**src/rtl/core/dmxrx_pkg.sv**
```systemverilog
package dmxrx_pkg;

    // Fixed field widths of the result word and the configuration registers.
    localparam int IDX_W   = 5;
    localparam int PKT_W   = 5;
    localparam int BYTE_W  = 8;
    localparam int SLOT_W  = 10;
    localparam int CFG_W   = 10;
    localparam int CFG_IDX_W = 1;

    // Default sizes handed to the top level.
    localparam int DEF_PAYLOAD_BYTES = 30;
    localparam int DEF_MAX_SLOTS     = 512;

    // Reset values of the configuration registers.
    localparam logic [CFG_W-1:0] START_ADDRESS_RST = CFG_W'(1);
    localparam logic [CFG_W-1:0] CHANNEL_COUNT_RST = CFG_W'(512);

    // Configuration register indexes.
    localparam logic [CFG_IDX_W-1:0] REG_START_ADDRESS = 1'b0;
    localparam logic [CFG_IDX_W-1:0] REG_CHANNEL_COUNT = 1'b1;

    // One output word.
    typedef struct packed {
        logic [PKT_W-1:0]  packet_number;
        logic [IDX_W-1:0]  byte_index;
        logic [BYTE_W-1:0] byte_value;
        logic              packet_done;
        logic              last_of_run;
    } res_t;

    // Words produced by one input byte, handed from the control to the queue.
    typedef struct packed {
        logic [1:0] count;
        res_t       first;
        res_t       second;
    } step_t;

endpackage

```
**src/rtl/core/dmxrx_ctrl.sv**
```systemverilog
module dmxrx_ctrl #(
    parameter int PAYLOAD_BYTES = dmxrx_pkg::DEF_PAYLOAD_BYTES,
    parameter int MAX_SLOTS     = dmxrx_pkg::DEF_MAX_SLOTS
) (
    input  logic                            clk,
    input  logic                            rst_n,
    input  logic                            cfg_write,
    input  logic [dmxrx_pkg::CFG_IDX_W-1:0] cfg_index,
    input  logic [dmxrx_pkg::CFG_W-1:0]     cfg_data,
    input  logic                            fire,
    input  logic [dmxrx_pkg::BYTE_W-1:0]    rx_byte,
    input  logic                            frame_error,
    output dmxrx_pkg::step_t                step
);

    typedef enum logic [1:0] {
        ST_IDLE  = 2'd0,
        ST_BREAK = 2'd1,
        ST_START = 2'd2,
        ST_RUN   = 2'd3
    } rx_state_t;

    localparam logic [dmxrx_pkg::IDX_W-1:0]  PAYLOAD_IDX =
        dmxrx_pkg::IDX_W'(PAYLOAD_BYTES);
    localparam logic [dmxrx_pkg::SLOT_W-1:0] MAX_LIMIT =
        dmxrx_pkg::SLOT_W'(MAX_SLOTS);

    rx_state_t                       state_reg, state_next;
    logic [dmxrx_pkg::SLOT_W-1:0]    slot_reg, slot_next;
    logic [dmxrx_pkg::SLOT_W-1:0]    cap_reg, cap_next;
    logic [dmxrx_pkg::PKT_W-1:0]     pkt_reg, pkt_next;
    logic [dmxrx_pkg::IDX_W-1:0]     fill_reg, fill_next;
    logic [dmxrx_pkg::CFG_W-1:0]     start_address_reg;
    logic [dmxrx_pkg::CFG_W-1:0]     channel_count_reg;

    logic                            do_cap;
    logic [dmxrx_pkg::SLOT_W-1:0]    cap_base, cap_inc, limit;
    logic [dmxrx_pkg::PKT_W-1:0]     pkt_base;
    logic [dmxrx_pkg::IDX_W-1:0]     fill_base, fill_inc;

    // A zero channel count means one; counts above the slot limit are clipped.
    always_comb
    begin
        if (channel_count_reg == '0)
            limit = dmxrx_pkg::SLOT_W'(1);
        else if (channel_count_reg > MAX_LIMIT)
            limit = MAX_LIMIT;
        else
            limit = channel_count_reg;
    end

    always_comb
    begin
        state_next = state_reg;
        slot_next  = slot_reg;
        cap_next   = cap_reg;
        pkt_next   = pkt_reg;
        fill_next  = fill_reg;
        do_cap     = 1'b0;
        cap_base   = cap_reg;
        pkt_base   = pkt_reg;
        fill_base  = fill_reg;
        cap_inc    = '0;
        fill_inc   = '0;
        step       = '0;

        case (state_reg)
            ST_IDLE:
            begin
                if (frame_error)
                begin
                    slot_next  = '0;
                    state_next = ST_BREAK;
                end
            end
            ST_BREAK:
            begin
                state_next = (rx_byte == '0) ? ST_START : ST_IDLE;
            end
            ST_START:
            begin
                slot_next = slot_reg + dmxrx_pkg::SLOT_W'(1);
                if (slot_next == start_address_reg)
                begin
                    do_cap     = 1'b1;
                    state_next = ST_RUN;
                    cap_base   = '0;
                    pkt_base   = '0;
                    fill_base  = '0;
                end
            end
            ST_RUN:
            begin
                do_cap = 1'b1;
            end
            default:
            begin
                state_next = ST_IDLE;
            end
        endcase

        if (do_cap)
        begin
            cap_inc  = cap_base + dmxrx_pkg::SLOT_W'(1);
            fill_inc = fill_base + dmxrx_pkg::IDX_W'(1);
            step.count = 2'd1;
            step.first.packet_number = pkt_base;
            step.first.byte_index    = fill_base;
            step.first.byte_value    = rx_byte;
            step.first.packet_done   = 1'b0;

            // The trailer of a closed packet always carries the packet that
            // the data byte went into.
            step.second.packet_number = pkt_base;
            step.second.byte_index    = PAYLOAD_IDX;
            step.second.byte_value    = dmxrx_pkg::BYTE_W'(pkt_base);
            step.second.packet_done   = 1'b1;

            cap_next  = cap_inc;
            fill_next = fill_inc;
            pkt_next  = pkt_base;
            if (fill_inc == PAYLOAD_IDX)
            begin
                step.count = 2'd2;
                fill_next  = '0;
                pkt_next   = pkt_base + dmxrx_pkg::PKT_W'(1);
            end
            if (cap_inc >= limit)
            begin
                state_next = ST_IDLE;
                if (fill_next != '0)
                    step.count = 2'd2;
                fill_next = '0;
                pkt_next  = '0;
            end
            step.first.last_of_run  = (step.count == 2'd1);
            step.second.last_of_run = 1'b1;
        end
    end

    always_ff @(posedge clk or negedge rst_n)
    begin
        if (!rst_n)
        begin
            state_reg <= ST_IDLE;
            slot_reg  <= '0;
            cap_reg   <= '0;
            pkt_reg   <= '0;
            fill_reg  <= '0;
        end
        else if (fire)
        begin
            state_reg <= state_next;
            slot_reg  <= slot_next;
            cap_reg   <= cap_next;
            pkt_reg   <= pkt_next;
            fill_reg  <= fill_next;
        end
    end

    always_ff @(posedge clk or negedge rst_n)
    begin
        if (!rst_n)
        begin
            start_address_reg <= dmxrx_pkg::START_ADDRESS_RST;
            channel_count_reg <= dmxrx_pkg::CHANNEL_COUNT_RST;
        end
        else if (cfg_write)
        begin
            case (cfg_index)
                dmxrx_pkg::REG_START_ADDRESS: start_address_reg <= cfg_data;
                dmxrx_pkg::REG_CHANNEL_COUNT: channel_count_reg <= cfg_data;
                default: ;
            endcase
        end
    end

endmodule

```
**src/rtl/core/dmx_receiver_packetizer_core.sv**
```systemverilog
// A received word is taken into the input register and written into the output queue
// once the queue has room; its output words are offered from the head of the queue.
// Throughput: one received word per cycle while the queue has room; each word yields
// zero, one or two output words; the four-entry queue drains one per cycle on out_ready.
// Reset (rst_n, asynchronous, active low) returns the receiver to idle, clears the
// slot, capture and packet counters, empties the queue and restores the registers
// to start address 1 and channel count 512.
module dmx_receiver_packetizer_core #(
    parameter int PAYLOAD_BYTES = dmxrx_pkg::DEF_PAYLOAD_BYTES,
    parameter int MAX_SLOTS     = dmxrx_pkg::DEF_MAX_SLOTS
) (
    input  logic                            clk,
    input  logic                            rst_n,
    input  logic                            cfg_write,
    input  logic [dmxrx_pkg::CFG_IDX_W-1:0] cfg_index,
    input  logic [dmxrx_pkg::CFG_W-1:0]     cfg_data,
    input  logic                            in_valid,
    output logic                            in_ready,
    input  logic [dmxrx_pkg::BYTE_W-1:0]    rx_byte,
    input  logic                            frame_error,
    output logic                            out_valid,
    input  logic                            out_ready,
    output logic [dmxrx_pkg::PKT_W-1:0]     packet_number,
    output logic [dmxrx_pkg::IDX_W-1:0]     byte_index,
    output logic [dmxrx_pkg::BYTE_W-1:0]    byte_value,
    output logic                            packet_done,
    output logic                            last_of_run
);

    // The input register holds one received word. It is processed in the cycle
    // after it arrives, as long as the output queue can take two more words
    // once this cycle's pop is counted. That keeps the input side moving while
    // earlier words still wait on the output side.
    logic                         in_valid_reg;
    logic [dmxrx_pkg::BYTE_W-1:0] rx_byte_reg;
    logic                         frame_error_reg;

    // Output queue: four words, written at up to two places per cycle and read
    // at the head.
    dmxrx_pkg::res_t  queue_reg [4];
    logic [1:0]       wr_ptr_reg, rd_ptr_reg;
    logic [2:0]       count_reg;
    logic [2:0]       count_after_pop;

    logic             pop;
    logic             process;
    dmxrx_pkg::step_t step;
    dmxrx_pkg::res_t  head;

    assign pop             = out_valid && out_ready;
    assign count_after_pop = count_reg - {2'b00, pop};
    assign process         = in_valid_reg && (count_after_pop <= 3'd2);
    assign in_ready        = !in_valid_reg || process;

    always_ff @(posedge clk or negedge rst_n)
    begin
        if (!rst_n)
            in_valid_reg <= 1'b0;
        else if (in_valid && in_ready)
            in_valid_reg <= 1'b1;
        else if (process)
            in_valid_reg <= 1'b0;
    end

    always_ff @(posedge clk)
    begin
        if (in_valid && in_ready)
        begin
            rx_byte_reg     <= rx_byte;
            frame_error_reg <= frame_error;
        end
    end

    // Frame tracking, slot matching and packet building for the held word.
    dmxrx_ctrl #(
        .PAYLOAD_BYTES (PAYLOAD_BYTES),
        .MAX_SLOTS     (MAX_SLOTS)
    ) u_ctrl (
        .clk         (clk),
        .rst_n       (rst_n),
        .cfg_write   (cfg_write),
        .cfg_index   (cfg_index),
        .cfg_data    (cfg_data),
        .fire        (process),
        .rx_byte     (rx_byte_reg),
        .frame_error (frame_error_reg),
        .step        (step)
    );

    always_ff @(posedge clk)
    begin
        if (process)
        begin
            if (step.count != 2'd0)
                queue_reg[wr_ptr_reg] <= step.first;
            if (step.count == 2'd2)
                queue_reg[wr_ptr_reg + 2'd1] <= step.second;
        end
    end

    always_ff @(posedge clk or negedge rst_n)
    begin
        if (!rst_n)
        begin
            wr_ptr_reg <= '0;
            rd_ptr_reg <= '0;
            count_reg  <= '0;
        end
        else
        begin
            if (process)
            begin
                wr_ptr_reg <= wr_ptr_reg + step.count;
                count_reg  <= count_after_pop + {1'b0, step.count};
            end
            else
            begin
                count_reg <= count_after_pop;
            end
            if (pop)
                rd_ptr_reg <= rd_ptr_reg + 2'd1;
        end
    end

    assign head          = queue_reg[rd_ptr_reg];
    assign out_valid     = (count_reg != '0);
    assign packet_number = head.packet_number;
    assign byte_index    = head.byte_index;
    assign byte_value    = head.byte_value;
    assign packet_done   = head.packet_done;
    assign last_of_run   = head.last_of_run;

endmodule

```
**config.mk**
```make
export PLATFORM = sky130hd
export DESIGN_NAME = dmx_receiver_packetizer_core
export DESIGN_NICKNAME = d
export VERILOG_FILES = /design/src/rtl/core/dmxrx_pkg.sv /design/src/rtl/core/dmxrx_ctrl.sv /design/src/rtl/core/dmx_receiver_packetizer_core.sv
export SDC_FILE = /design/constraint.sdc
export NUM_CORES = 1
export LEC_CHECK = 0
export BUFFER_PORTS_ARGS = -buffer_cell sky130_fd_sc_hd__buf_2
export CAP_MARGIN = 10
export CORE_UTILIZATION = 55
export DETAILED_ROUTE_END_ITERATION = 10
export PLACE_DENSITY = 0.76
export SYNTH_ARGS = -nofsm -noshare
export SYNTH_HDL_FRONTEND = slang
export SYNTH_SLANG_ARGS = --single-unit
```
**constraint.sdc**
```tcl
create_clock -name clk -period 5.5 [get_ports clk]
set_clock_uncertainty 0.05 [all_clocks]
set_input_delay 1.1 -clock clk [delete_from_list [all_inputs] [get_ports clk]]
set_output_delay 1.1 -clock clk [all_outputs]
set_load 0.005 [all_outputs]
```
* Word level (Yosys, flattened, before mapping) *
Memory sizes are Yosys's and may differ from the RTL's.
Index checks and enable logic that the tools add are counted.

storage, ports and cells
  input bits = 25
  logic and storage cells = 89
  memories kept = 1
  output and inout port bits = 22
  flip-flop bits (word level) = 69
  bits in writable memories = 80

operators by class
  order comparisons = 3
  reduce and logical (&&, ||, !) cells = 17
  eq/ne operators = 8
  bitwise operators = 1
  add/subtract/negate cells = 9
  muxes and demuxes = 37

memories
  memory     depth  width  read ports  clocked after Yosys merged registers in  write ports  line                                text
  queue_reg  4      20     1           0                                        2            dmx_receiver_packetizer_core.sv:40  dmxrx_pkg::res_t queue_reg [4];

operators with widths
  operator                 count
  $mux W10                 5
  $mux W5                  9
  $mux W42                 1
  $add A10 B1 Y10 const B  2
  $pmux W10 S2             1
  $mux W2                  9
  $add A5 B1 Y5 const B    2
  $eq A10 B10 Y1           1
  $ge A10 B10 Y1           1
  $gt A10 B10 Y1 const B   1
  $logic_not A10 Y1        1
  $mux W1                  9
  $logic_not A8 Y1         1
  $eq A2 B2 Y1 const B     3
  $pmux W2 S3              1
  $reduce_and A2 Y1        3
  $reduce_bool A2 Y1       3
  $eq A5 B5 Y1 const B     1
  $reduce_bool A5 Y1       1
  $add A2 B1 Y2 const B    2
  $eq A2 B1 Y1 const B     2
  $add A3 B2 Y3            1
  $le A3 B2 Y1 const B     1
  $logic_and A1 B1 Y1      3
  other kinds (11)         11

* Logic depth before layout (Yosys ltp) *
Gate-level depths: netlist of the first run.

  depth after elaboration = 18
  gate-level depth with buffers = 29
  depth with buffers taken out = 24

* By module *
Synthesis of the first run repeated with hierarchy kept, for this count alone.

second synthesis, totals
  cells, all modules = 663
  area, all modules = 8790.9 um^2

modules (own cells, without submodules)
  module                        times used  cells an instance  area each (um^2)  seq. area each (um^2)
  dmx_receiver_packetizer_core  1           255                5051.1            2872.8
  dmxrx_ctrl                    1           408                3739.8            1303.8

* Worst setup path before layout of the first run *
No wires, ideal clock.

  path type = reg2reg
  from = register u_ctrl.slot_reg[1] (netlist bit)
  to = register count_reg[1]
  arrival = 5.709 ns
  slack = -0.399 ns
  stages on the path, launching flop included = 29
  buffers on the path = 5
  data required time = 5.310 ns
  library setup time = 0.140 ns
  cells stage by stage = dfrtp_1 -> ha_1 -> buf_4 -> nand4_1 -> or3_1 -> a22oi_1 -> nand4_1 -> or3_1 -> buf_2 -> clkbuf_1 -> and2_1 -> ha_1 -> and3_1 -> and3_1 -> nand2_1 -> xor2_1 -> ha_1 -> or4_1 -> a211o_1 -> a21oi_1 -> or2_2 -> clkbuf_1 -> a21oi_4 -> buf_2 -> nor2_1 -> ha_1 -> fa_1 -> nor2_1 -> a21oi_1

on the way
  word-level cells in the longest chain between the ends = 15
  elaborated cells on any way between the ends = 22
  classes of those cells = add/sub (4); order compare (1); eq/ne (2); mux (14); reduce/logical (1)

RTL lines
  what                                                      line                                 text
  start: declaration                                        dmxrx_ctrl.sv:29                     logic [dmxrx_pkg::SLOT_W-1:0] slot_reg, slot_next;
  start signal: assignment                                  dmxrx_ctrl.sv:154                    slot_reg <= slot_next;
  $add A10 B1 Y10 *                                         dmxrx_ctrl.sv:82                     slot_next = slot_reg + dmxrx_pkg::SLOT_W'(1);
  $eq A10 B10 Y1 *                                          dmxrx_ctrl.sv:83                     if (slot_next == start_address_reg)
  branches (longest 10 deep; another with $add A10 B1 Y10)  --
  $mux W42 *                                                dmxrx_ctrl.sv:102                    if (do_cap)
  $add A3 B2 Y3 *                                           dmx_receiver_packetizer_core.sv:114  count_reg <= count_after_pop + {1'b0, step.count};
  $mux W3 *                                                 dmx_receiver_packetizer_core.sv:111  if (process)
  end signal: assignment                                    dmx_receiver_packetizer_core.sv:114
  end signal: assignment                                    dmx_receiver_packetizer_core.sv:118  count_reg <= count_after_pop;
  end: declaration                                          dmx_receiver_packetizer_core.sv:42   logic [2:0] count_reg;

Every way passes the cells marked *. The select of a mux whose other input is x is not followed.
A chain may end at the register's enable or synchronous reset.

==> results of run 1 <==
==> synthesized netlist by cell type (all sizes together) (3+ instances only) <==
| library cell | instances | area [sq um] |
|---|---|---|
| nor3 | 16 | 96.4 |
| clkbuf | 21 | 81.3 |
| a21oi | 35 | 194 |
| o41ai | 5 | 43.8 |
| a2bb2oi | 4 | 41.3 |
| a31o | 3 | 26.3 |
| nor4 | 6 | 52.6 |
| inv | 19 | 71.3 |
| dfrtp | 58 | 1450 |
| a21o | 3 | 22.5 |
| and3 | 10 | 62.6 |
| o21ai | 67 | 335 |
| edfxtp | 73 | 2190 |
| nand4 | 16 | 106 |
| nand3 | 22 | 110 |
| or3 | 5 | 31.3 |
| xor2 | 12 | 105 |
| buf | 12 | 67.6 |
| or2 | 3 | 18.8 |
| ha | 19 | 238 |
| dfxtp | 16 | 320 |
| o31ai | 11 | 87.6 |
| nand2b | 4 | 25.0 |
| mux2i | 9 | 90.1 |
| nand2 | 81 | 304 |
| or4 | 3 | 22.5 |
| nor2b | 3 | 18.8 |
| mux2 | 23 | 259 |
| mux4 | 20 | 450 |
| o22ai | 5 | 31.3 |
| xnor2 | 12 | 105 |
| nor2 | 59 | 229 |
| and2 | 16 | 100 |
==> logic make-up after synthesis <==
family / after synthesis
buffers and inverters: 54
adders and majority gates: 20
xor gates and xnor gates: 25
muxes: 52
AOI/OAI and AO/OA: 152
and+or+nand+nor: 250
DFF: 149
==> what timing repair did <==
item | CTS | global route
setup buffers | 2 | 4
pin swaps | 0 | 5
endpoints found under the setup margin | 16 | 123
cloned | 0 | 0
gates resized for setup | 0 | 16
==> through the flow <==
stage | total power (uW) | setup WS (ps)
floorplan | 1990 | -171
global placement | 2250 | 148
detailed placement | 2280 | 25.8
CTS | 3460 | 29.5
global route | 3630 | -27.8
finish | 3480 | 182
==> layer usage <==
layer,track usage,share of wire,wire [microns],up-vias
li1,-,-,-,2733
met1,0.345,0.39,7360,2941
met2,0.477,0.52,9830,265
met3,0.0580,0.067,1280,51
met4,0.106,0.025,469,0
met5,0,0,0,-
==> final cells by class <==
class	instances	area (sq um)	area share
tap	176	220	0.0245
timing repair buffer	75	473	0.0527
clock buffer	19	433	0.0482
clock inverter	13	171	0.0191
inverter	21	86.3	0.00962
multi-input combinational	499	3570	0.398
sequential	149	4020	0.448
==> worst reg2reg max path, stage by stage, from the launching register on <==
cell and delay [ps]:
dfrtp_1 380, ha_1 210, buf_4 170, xnor3_1 280
nand4_1 120, nor3_2 190, nand4_1 130, or3_4 360
and2_1 180, ha_1 220, and3_1 210, and3_4 190
nand2_2 80, xor2_1 70, ha_1 210, or4_1 470
a211o_1 290, a21oi_2 130, buf_4 130, o21ai_0 100
o32ai_2 310, o31ai_4 130, nand3_2 150, clkinvlp_4 140
buf_12 170
==> path summary, 6_finish.rpt <==
path,start,to,slack (ps)
max in group asynchronous,rst_n,u_ctrl.slot_reg[3],4080
min reg2reg,queue_reg[0][8],queue_reg[0][8],420
min in group asynchronous,rst_n,u_ctrl.channel_count_reg[0],780
min,queue_reg[0][8],queue_reg[0][8],420
max reg2reg,u_ctrl.slot_reg[0],queue_reg[1][13],180
max,u_ctrl.slot_reg[0],queue_reg[1][13],180
==> power groups by stage <==
stage / Clock, uW / Combinational (uW) / Sequential (uW)
global placement: 0 / 824 / 1430
finish: 1190 / 880 / 1410
global route: 1240 / 968 / 1430
CTS: 1200 / 857 / 1410
floorplan: 0 / 645 / 1350
detailed placement: 0 / 846 / 1430
==> run_results.csv, run 1 <==
group,metric,value,unit
synthesis,synth-seq-cells,149,
run,max_cap_violations,0,
timing,drv_slew,0,
floorplanning,dieArea,14500,sq um
floorplanning,core-area,13500,sq um
power,p_per_area,388,nW/um^2
synthesis,synthXorXnorAreaFrac,0.0301,
final_layout,final_cell_area,8970,sq um
grt,grt_pass1_wl,30.8,mm
timing,setup-violations-final,0,
cts,cts_tree,"yes",
timing,min_period,5320,ps
drt,drc,0,
drt,via_per_inst,6.29,
floorplanning,chipHeight,121,microns
drt,dr.pass1.iters,5,
setup_path,cpMostUsedCell,"ha_1",
timing,hold_viol_final,0,
timing,fin_tns_setup,0,ps
grt,grt_max_degree,61,
synthesis,yosysUniqueCellTypes,68,
final_layout,diodes,0,
setup_path,cpPeakStageDelay,470,ps
drt,finalWirelength,18.9,mm
timing,finalCritPeriodShare,0.967,
placed_design,io_buffers,46,
synthesis,yosys.area_share.adder,0.0334,
cts,cts_max_path_buffers,2,
final_layout,layout_commonest_cell,"nand2_1",
power,net-switching-power,1100,uW
cts,clock_latency,430,ps
synthesis,synth_top_family_by_area,"simple AND/OR/NAND/NOR gates",
synthesis,synth-edff-count,73,
status,status,"complete, no violations",
setup_path,cp_top_family,"simple AND/OR/NAND/NOR gates",
synthesis,synth_area_per_cell,11.0,sq um
power,combPwrFrac,0.253,
synthesis,yosys.area_share.simple,0.161,
final_layout,synthToLayoutAreaGrowth,16.2,%
drt,dr.first_iter.drc_count,563,
timing,relSlewSlack,0.342,
synthesis,syn_area,7720,sq um
floorplanning,start_util,0.574,
setup_path,r2r_cells,24,
synthesis,yosysWarnings,0,
synthesis,yosys_most_used_dff,"edfxtp_1",
hold_path,hold_depth,2,
cts,clock-root-buffer,"clkbuf_16",
placed_design,placed_cells_incl_taps,914,
setup_path,crit_type,"reg -> reg",
final_layout,drive_gt1_frac,0.246,
final_layout,fillers,1001,
final_layout,fin_cells,952,
synthesis,async_flop_share,0.403,
grt,track_usage,0.278,
setup_path,worst-path-stages,24,
final_layout,largest_reg_flops,80,
timing,rsz0062_at_grt,"yes",
drt,ant_nets,0,
drt,routedWlPerCell,19.9,microns
power,sequentialPowerShare,0.405,
final_layout,layout.nets,808,
drt,via_count,5990,
synthesis,synth-compound-area-share,0.123,
cts,clock_sinks,149,
cts,cts_inserted_buffers,17,
synthesis,syn_inst,702,
final_layout,layout_common_cells,"nand2_1, edfxtp_1, o21ai_0",
final_layout,final_util,0.667,
floorplanning,rows,42,
floorplanning,io_pins,47,
setup_path,cp_slowest_cell,"or4_1",
setup_path,crit_arrival,5450,ps
synthesis,ys_seq_area_frac,0.520,
setup_path,required,5640,ps
synthesis,synthesis.nets,747,
setup_path,crit_chain,"ha_1, buf_4, xnor3_1, nand4_1, nor3_2, nand4_1, or3_4, and2_1, ha_1, and3_1, and3_4, nand2_2, xor2_1, ha_1, or4_1, a211o_1, a21oi_2, buf_4, o21ai_0, o32ai_2, o31ai_4, nand3_2, clkinvlp_4, buf_12",
setup_path,path_buf_inv,4,
timing,worst_pin_slew,987,ps
power,p_int,2390,uW
power,clockPowerShare,0.342,
power,leakagePower,0.00340,uW
timing,holdWs,418,ps
placed_design,dpl_cell_area,8230,sq um
setup_path,worstSetupStartpointType,"register",
grt,grt_pass1_vias,6011,
cts,htreeDepth,4,
synthesis,muxShareOfSynthArea,0.104,
setup_path,cp-end-kind,"register",
power,p_sw_frac,0.315,
placed_design,place_hpwl,13.0,mm
hold_path,hp-class,"reg -> reg",
grt,grt-ovfl-total,0,
power,max-vdd-ir-drop,241,uV
cts,clkTransAtPathRegs,60,ps
timing,fmax,0.188,GHz
setup_path,cp_max_fo,14,
floorplanning,fp.dieW,121,microns
cts,hold_buffers,0,
grt,antenna_found_initial,0,
placed_design,place_congestion,0.886,
(Power assumes the default switching activity.)
==> run 2: changes to the inputs <==
- MAX_ROUTING_LAYER: unset -> met4
==> run_results.csv, run 2 (synthesized netlist as in run 1, its figures left out) <==
group,metric,value,unit
status,status,"complete, no violations",
setup_path,crit_chain,"ha_2, nand4_1, or3_1, a22oi_1, nand4_1, or3_4, and2_4, ha_1, and3_4, and3_4, nand2_2, xor2_1, ha_1, or4_1, a211o_1, a21oi_2, o21ai_0, o32ai_1, o31ai_4, nand3_2, clkinvlp_4, buf_12",
drt,ant_nets,0,
setup_path,cpPeakStageDelay,480,ps
timing,finalCritPeriodShare,0.953,
timing,setup-violations-final,0,
grt,use_met2,0.471,
drt,via_count,5942,
grt,grt-ovfl-total,0,
placed_design,io_buffers,46,
cts,clock_latency,430,ps
grt,busiest_layer,"met2",
setup_path,cp-end-kind,"register",
grt,met1_usage,0.350,
grt,grt_pass1_wl,31.3,mm
floorplanning,fp.dieW,121,microns
drt,dr.first_iter.drc_count,534,
setup_path,r2r_cells,22,
hold_path,worstHoldStart,"queue_reg[0][8]",
run,max_cap_violations,0,
drt,drc,0,
setup_path,worstSetupStartpointType,"register",
cts,htreeDepth,4,
final_layout,diodes,0,
timing,worst_pin_slew,1020,ps
setup_path,cp_max_fo,13,
timing,holdWs,417,ps
final_layout,final_cell_area,8940,sq um
drt,finalWirelength,18.8,mm
final_layout,synthToLayoutAreaGrowth,15.8,%
placed_design,place_congestion,0.885,
power,max-vdd-ir-drop,275,uV
final_layout,layout_commonest_cell,"nand2_1",
timing,min_period,5240,ps
cts,cts_inserted_buffers,17,
power,p_per_area,387,nW/um^2
grt,grt_max_degree,61,
drt,dr.pass1.iters,6,
final_layout,drive_gt1_frac,0.242,
cts,cts_tree,"yes",
timing,fmax,0.191,GHz
hold_path,min_to,"queue_reg[0][8]",
setup_path,r2r_end,"queue_reg[1][13]",
setup_path,r2r_slack,260,ps
setup_path,path_buf_inv,2,
final_layout,final_util,0.665,
placed_design,place_hpwl,13.1,mm
setup_path,r2r-start,"u_ctrl.slot_reg[1]",
setup_path,required,5640,ps
floorplanning,dieArea,14500,sq um
grt,antenna_found_initial,0,
final_layout,layout.nets,808,
grt,grt_pass1_vias,6140,
hold_path,hp-class,"reg -> reg",
timing,hold_viol_final,0,
floorplanning,start_util,0.574,
final_layout,layout_common_cells,"nand2_1, edfxtp_1, o21ai_0, dfrtp_1, nor2_1",
floorplanning,chipHeight,121,microns
setup_path,cp_top_family,"simple AND/OR/NAND/NOR gates",
power,leakagePower,0.00339,uW
cts,clock_sinks,149,
drt,routedWlPerCell,19.7,microns
grt,use_met3,0.0481,
timing,fin_tns_setup,0,ps
setup_path,crit_arrival,5380,ps
cts,hold_buffers,0,
hold_path,hold_depth,2,
floorplanning,rows,42,
cts,clkTransAtPathRegs,60,ps
power,total_power,3460,uW
floorplanning,io_pins,47,
drt,via_per_inst,6.24,
final_layout,largest_reg_flops,80,
timing,drv_slew,0,
setup_path,cp_slowest_cell,"or4_1",
grt,track_usage,0.289,
setup_path,crit_type,"reg -> reg",
timing,relSlewSlack,0.317,
cts,cts_max_path_buffers,2,
cts,clock-root-buffer,"clkbuf_16",
floorplanning,core-area,13500,sq um
placed_design,dpl_cell_area,8230,sq um
==> run 2: cell types whose count changed in the layout (fill, tap and decap cells not counted), sizes merged <==
cell      change
inv           -1
clkinv        +1
clkinvlp      -2
clkbuf        +2
==> run 2: layout make-up <==
cell class | instances | area [sq um]
Fill cell | 1029 | 4510
Sequential cell | 149 | 4020
Multi-Input combinational cell | 499 | 3570
Timing Repair Buffer | 75 | 460
Clock buffer | 21 | 440
Tap cell | 176 | 220
Clock inverter | 11 | 150
Inverter | 21 | 86.3
==> run 2: timing repair <==
action	CTS	global route
setup endpoints to repair	21	123
resized for setup	0	16
setup buffers	4	2
pin swaps	0	13
hold endpoints to repair	0	0
==> run 2: power by group <==
part	total [uW]	leakage (uW)	internal [uW]	switching (uW)
clock network	1180	0.000284	716	463
registers	1420	0.00154	1270	147
logic	867	0.00156	399	468
total	3460	0.00339	2380	1080
==> run 2: through the flow <==
step	setup slack, ps	instances
finish	259	952
global route	-6.45	952
CTS	103	950
detailed placement	-7.99	914
global placement	152	914
floorplan	-171	702
==> run 2: routing by layer <==
metal / part of all wire / vias to the layer above
met5: 0 / -
met4: 0.026 / 0
met3: 0.057 / 49
met2: 0.52 / 244
met1: 0.40 / 2923
li1: - / 2726
==> run 2: worst max path at each step <==
stage	start	end	slack (ps)	cells after the start
final	u_ctrl.slot_reg[1]	queue_reg[1][13]	260	22
after global placement	u_ctrl.slot_reg[0]	queue_reg[1][2]	150	24
after global routing	u_ctrl.slot_reg[0]	count_reg[1]	-6	21
after detailed placement	u_ctrl.slot_reg[0]	queue_reg[1][13]	-8	23
after CTS	u_ctrl.slot_reg[0]	count_reg[1]	100	24
after floorplan	u_ctrl.slot_reg[1]	count_reg[1]	-170	28
==> run 2: worst register-to-register path: cells and delay by family, from the launching register on <==
kind                     cells  cell delay [ps]
AO/OA/AOI/OAI                6             1250
adder cells (fa/ha/maj)      3              600
buffers and inverters        2              310
AND/OR/NAND/NOR             10             2350
XOR/XNOR                     1               70
flip-flops                   1              350
==> run 3: changes to the inputs <==
- CORE_MARGIN: unset -> 2
- REMOVE_ABC_BUFFERS: unset -> 1
==> run_results.csv, run 3 (synthesized netlist as in run 1, its figures left out) <==
group,metric,value,unit
final_layout,diodes,0,
timing,relSlewSlack,0.298,
floorplanning,chipHeight,123,microns
setup_path,worstSetupStartpointType,"register",
setup_path,required,5740,ps
floorplanning,rows,43,
final_layout,layout_commonest_cell,"nand2_1",
grt,grt_max_degree,61,
placed_design,dpl_cell_area,8260,sq um
status,status,"complete, no violations",
drt,finalWirelength,18.6,mm
grt,track_usage,0.267,
final_layout,largest_reg_flops,80,
setup_path,r2r_end,"count_reg[1]",
timing,setup-violations-final,0,
cts,cts_inserted_buffers,17,
drt,ant_nets,0,
placed_design,place_hpwl,12.9,mm
timing,worst_pin_slew,1050,ps
floorplanning,start_util,0.561,
drt,routedWlPerCell,19.3,microns
timing,fmax,0.188,GHz
cts,clock-root-buffer,"clkbuf_16",
grt,grt_pass1_wl,29.6,mm
setup_path,r2r_cells,23,
drt,via_per_inst,6.13,
run,max_cap_violations,0,
setup_path,startpoint,"u_ctrl.slot_reg[0]",
setup_path,r2r-start,"u_ctrl.slot_reg[0]",
grt,antenna_found_initial,0,
drt,dr.first_iter.drc_count,564,
final_layout,layout_common_cells,"nand2_1, edfxtp_1, o21ai_0, nor2_1, dfrtp_1",
cts,clock_sinks,149,
cts,hold_buffers,0,
final_layout,final_util,0.652,
hold_path,worstHoldStart,"queue_reg[0][9]",
final_layout,synthToLayoutAreaGrowth,16.3,%
timing,min_period,5320,ps
setup_path,r2r_slack,180,ps
floorplanning,dieArea,15000,sq um
timing,finalCritPeriodShare,0.967,
hold_path,hp-class,"reg -> reg",
timing,fin_tns_setup,0,ps
timing,hold_viol_final,0,
cts,htreeDepth,4,
setup_path,crit_type,"reg -> reg",
grt,grt_pass1_vias,5874,
final_layout,layout.nets,812,
floorplanning,fp.dieW,123,microns
cts,cts_max_path_buffers,2,
hold_path,min_to,"queue_reg[0][9]",
setup_path,cp-end-kind,"register",
setup_path,crit_arrival,5560,ps
power,p_per_area,383,nW/um^2
hold_path,hold_depth,2,
final_layout,final_cell_area,8980,sq um
floorplanning,core-area,13800,sq um
timing,drv_slew,0,
cts,clkTransAtPathRegs,60,ps
drt,drc,0,
final_layout,drive_gt1_frac,0.251,
drt,dr.pass1.iters,5,
placed_design,place_congestion,0.919,
cts,cts_tree,"yes",
cts,clock_latency,420,ps
final_layout,fillers,1062,
power,leakagePower,0.00344,uW
setup_path,cp_max_fo,6,
grt,grt-ovfl-total,0,
drt,via_count,5886,
placed_design,io_buffers,46,
floorplanning,io_pins,47,
power,max-vdd-ir-drop,259,uV
==> run 3: timing repair <==
action,4_1_cts,5_1_grt
resized for setup,1,29
endpoints found under the hold margin,0,0
pin swaps,0,4
setup endpoints to repair,24,137
buffers inserted,0,2
==> run 3: layout make-up <==
class	count	area [sq um]	area share
Sequential cell	149	4020	0.447
Inverter	21	78.8	0.00877
Multi-Input combinational cell	499	3590	0.399
Tap cell	180	225	0.0251
Clock inverter	11	124	0.0138
Clock buffer	21	460	0.0513
Timing Repair Buffer	79	489	0.0545
==> run 3: per-layer routing <==
layer / routed length, microns / global-route usage / share of wire / vias up
met3: 1080 / 0.0567 / 0.058 / 36
met2: 9490 / 0.439 / 0.51 / 234
met5: 0 / - / 0 / -
met1: 7610 / 0.327 / 0.41 / 2892
met4: 370 / 0.0991 / 0.020 / 0
li1: - / - / - / 2724
==> run 3: through the flow <==
step	hold WS (ps)	worst slack (ps)	std cells	total power, uW
6_report	415	182	960	3440
5_1_grt	436	-49.2	960	3610
4_1_cts	417	5.36	958	3430
3_5_place_dp	404	24.6	926	2270
3_3_place_gp	392	171	926	2230
2_1_floorplan	383	-318	669	1950
==> run 3: worst max-delay path, stage by stage (launching register included) <==
cell and delay (ps):
dfrtp_1 390, ha_4 180, nand4_1 120, or3_4 390, a22oi_1 180, nand4_1 140
or3_4 370, and2_1 190, ha_1 220, and3_1 210, and3_1 220, nand2_1 110
xor2_1 80, ha_1 200, or4_1 490, a211o_1 310, a21oi_2 160, or2_4 170
a21oi_4 60, nor2_2 170, ha_1 180, fa_1 410, nor2_1 120, a21oi_1 60
==> run 3: how the worst max path moves through the flow <==
stage | endpoint | slack (ps) | cells after the start
2_1_floorplan | queue_reg[0][0] | -320 | 21
3_3_place_gp | queue_reg[1][0] | 170 | 24
3_5_place_dp | queue_reg[3][18] | 20 | 24
4_1_cts | count_reg[1] | 5 | 25
5_1_grt | count_reg[1] | -50 | 24
6_report | count_reg[1] | 180 | 23
==> run 3: power breakdown <==
part | switching [uW] | leakage, uW | total, uW | internal [uW]
Clock | 458 | 0.000285 | 1150 | 694
Sequential | 148 | 0.00154 | 1420 | 1270
Combinational | 477 | 0.00162 | 874 | 397
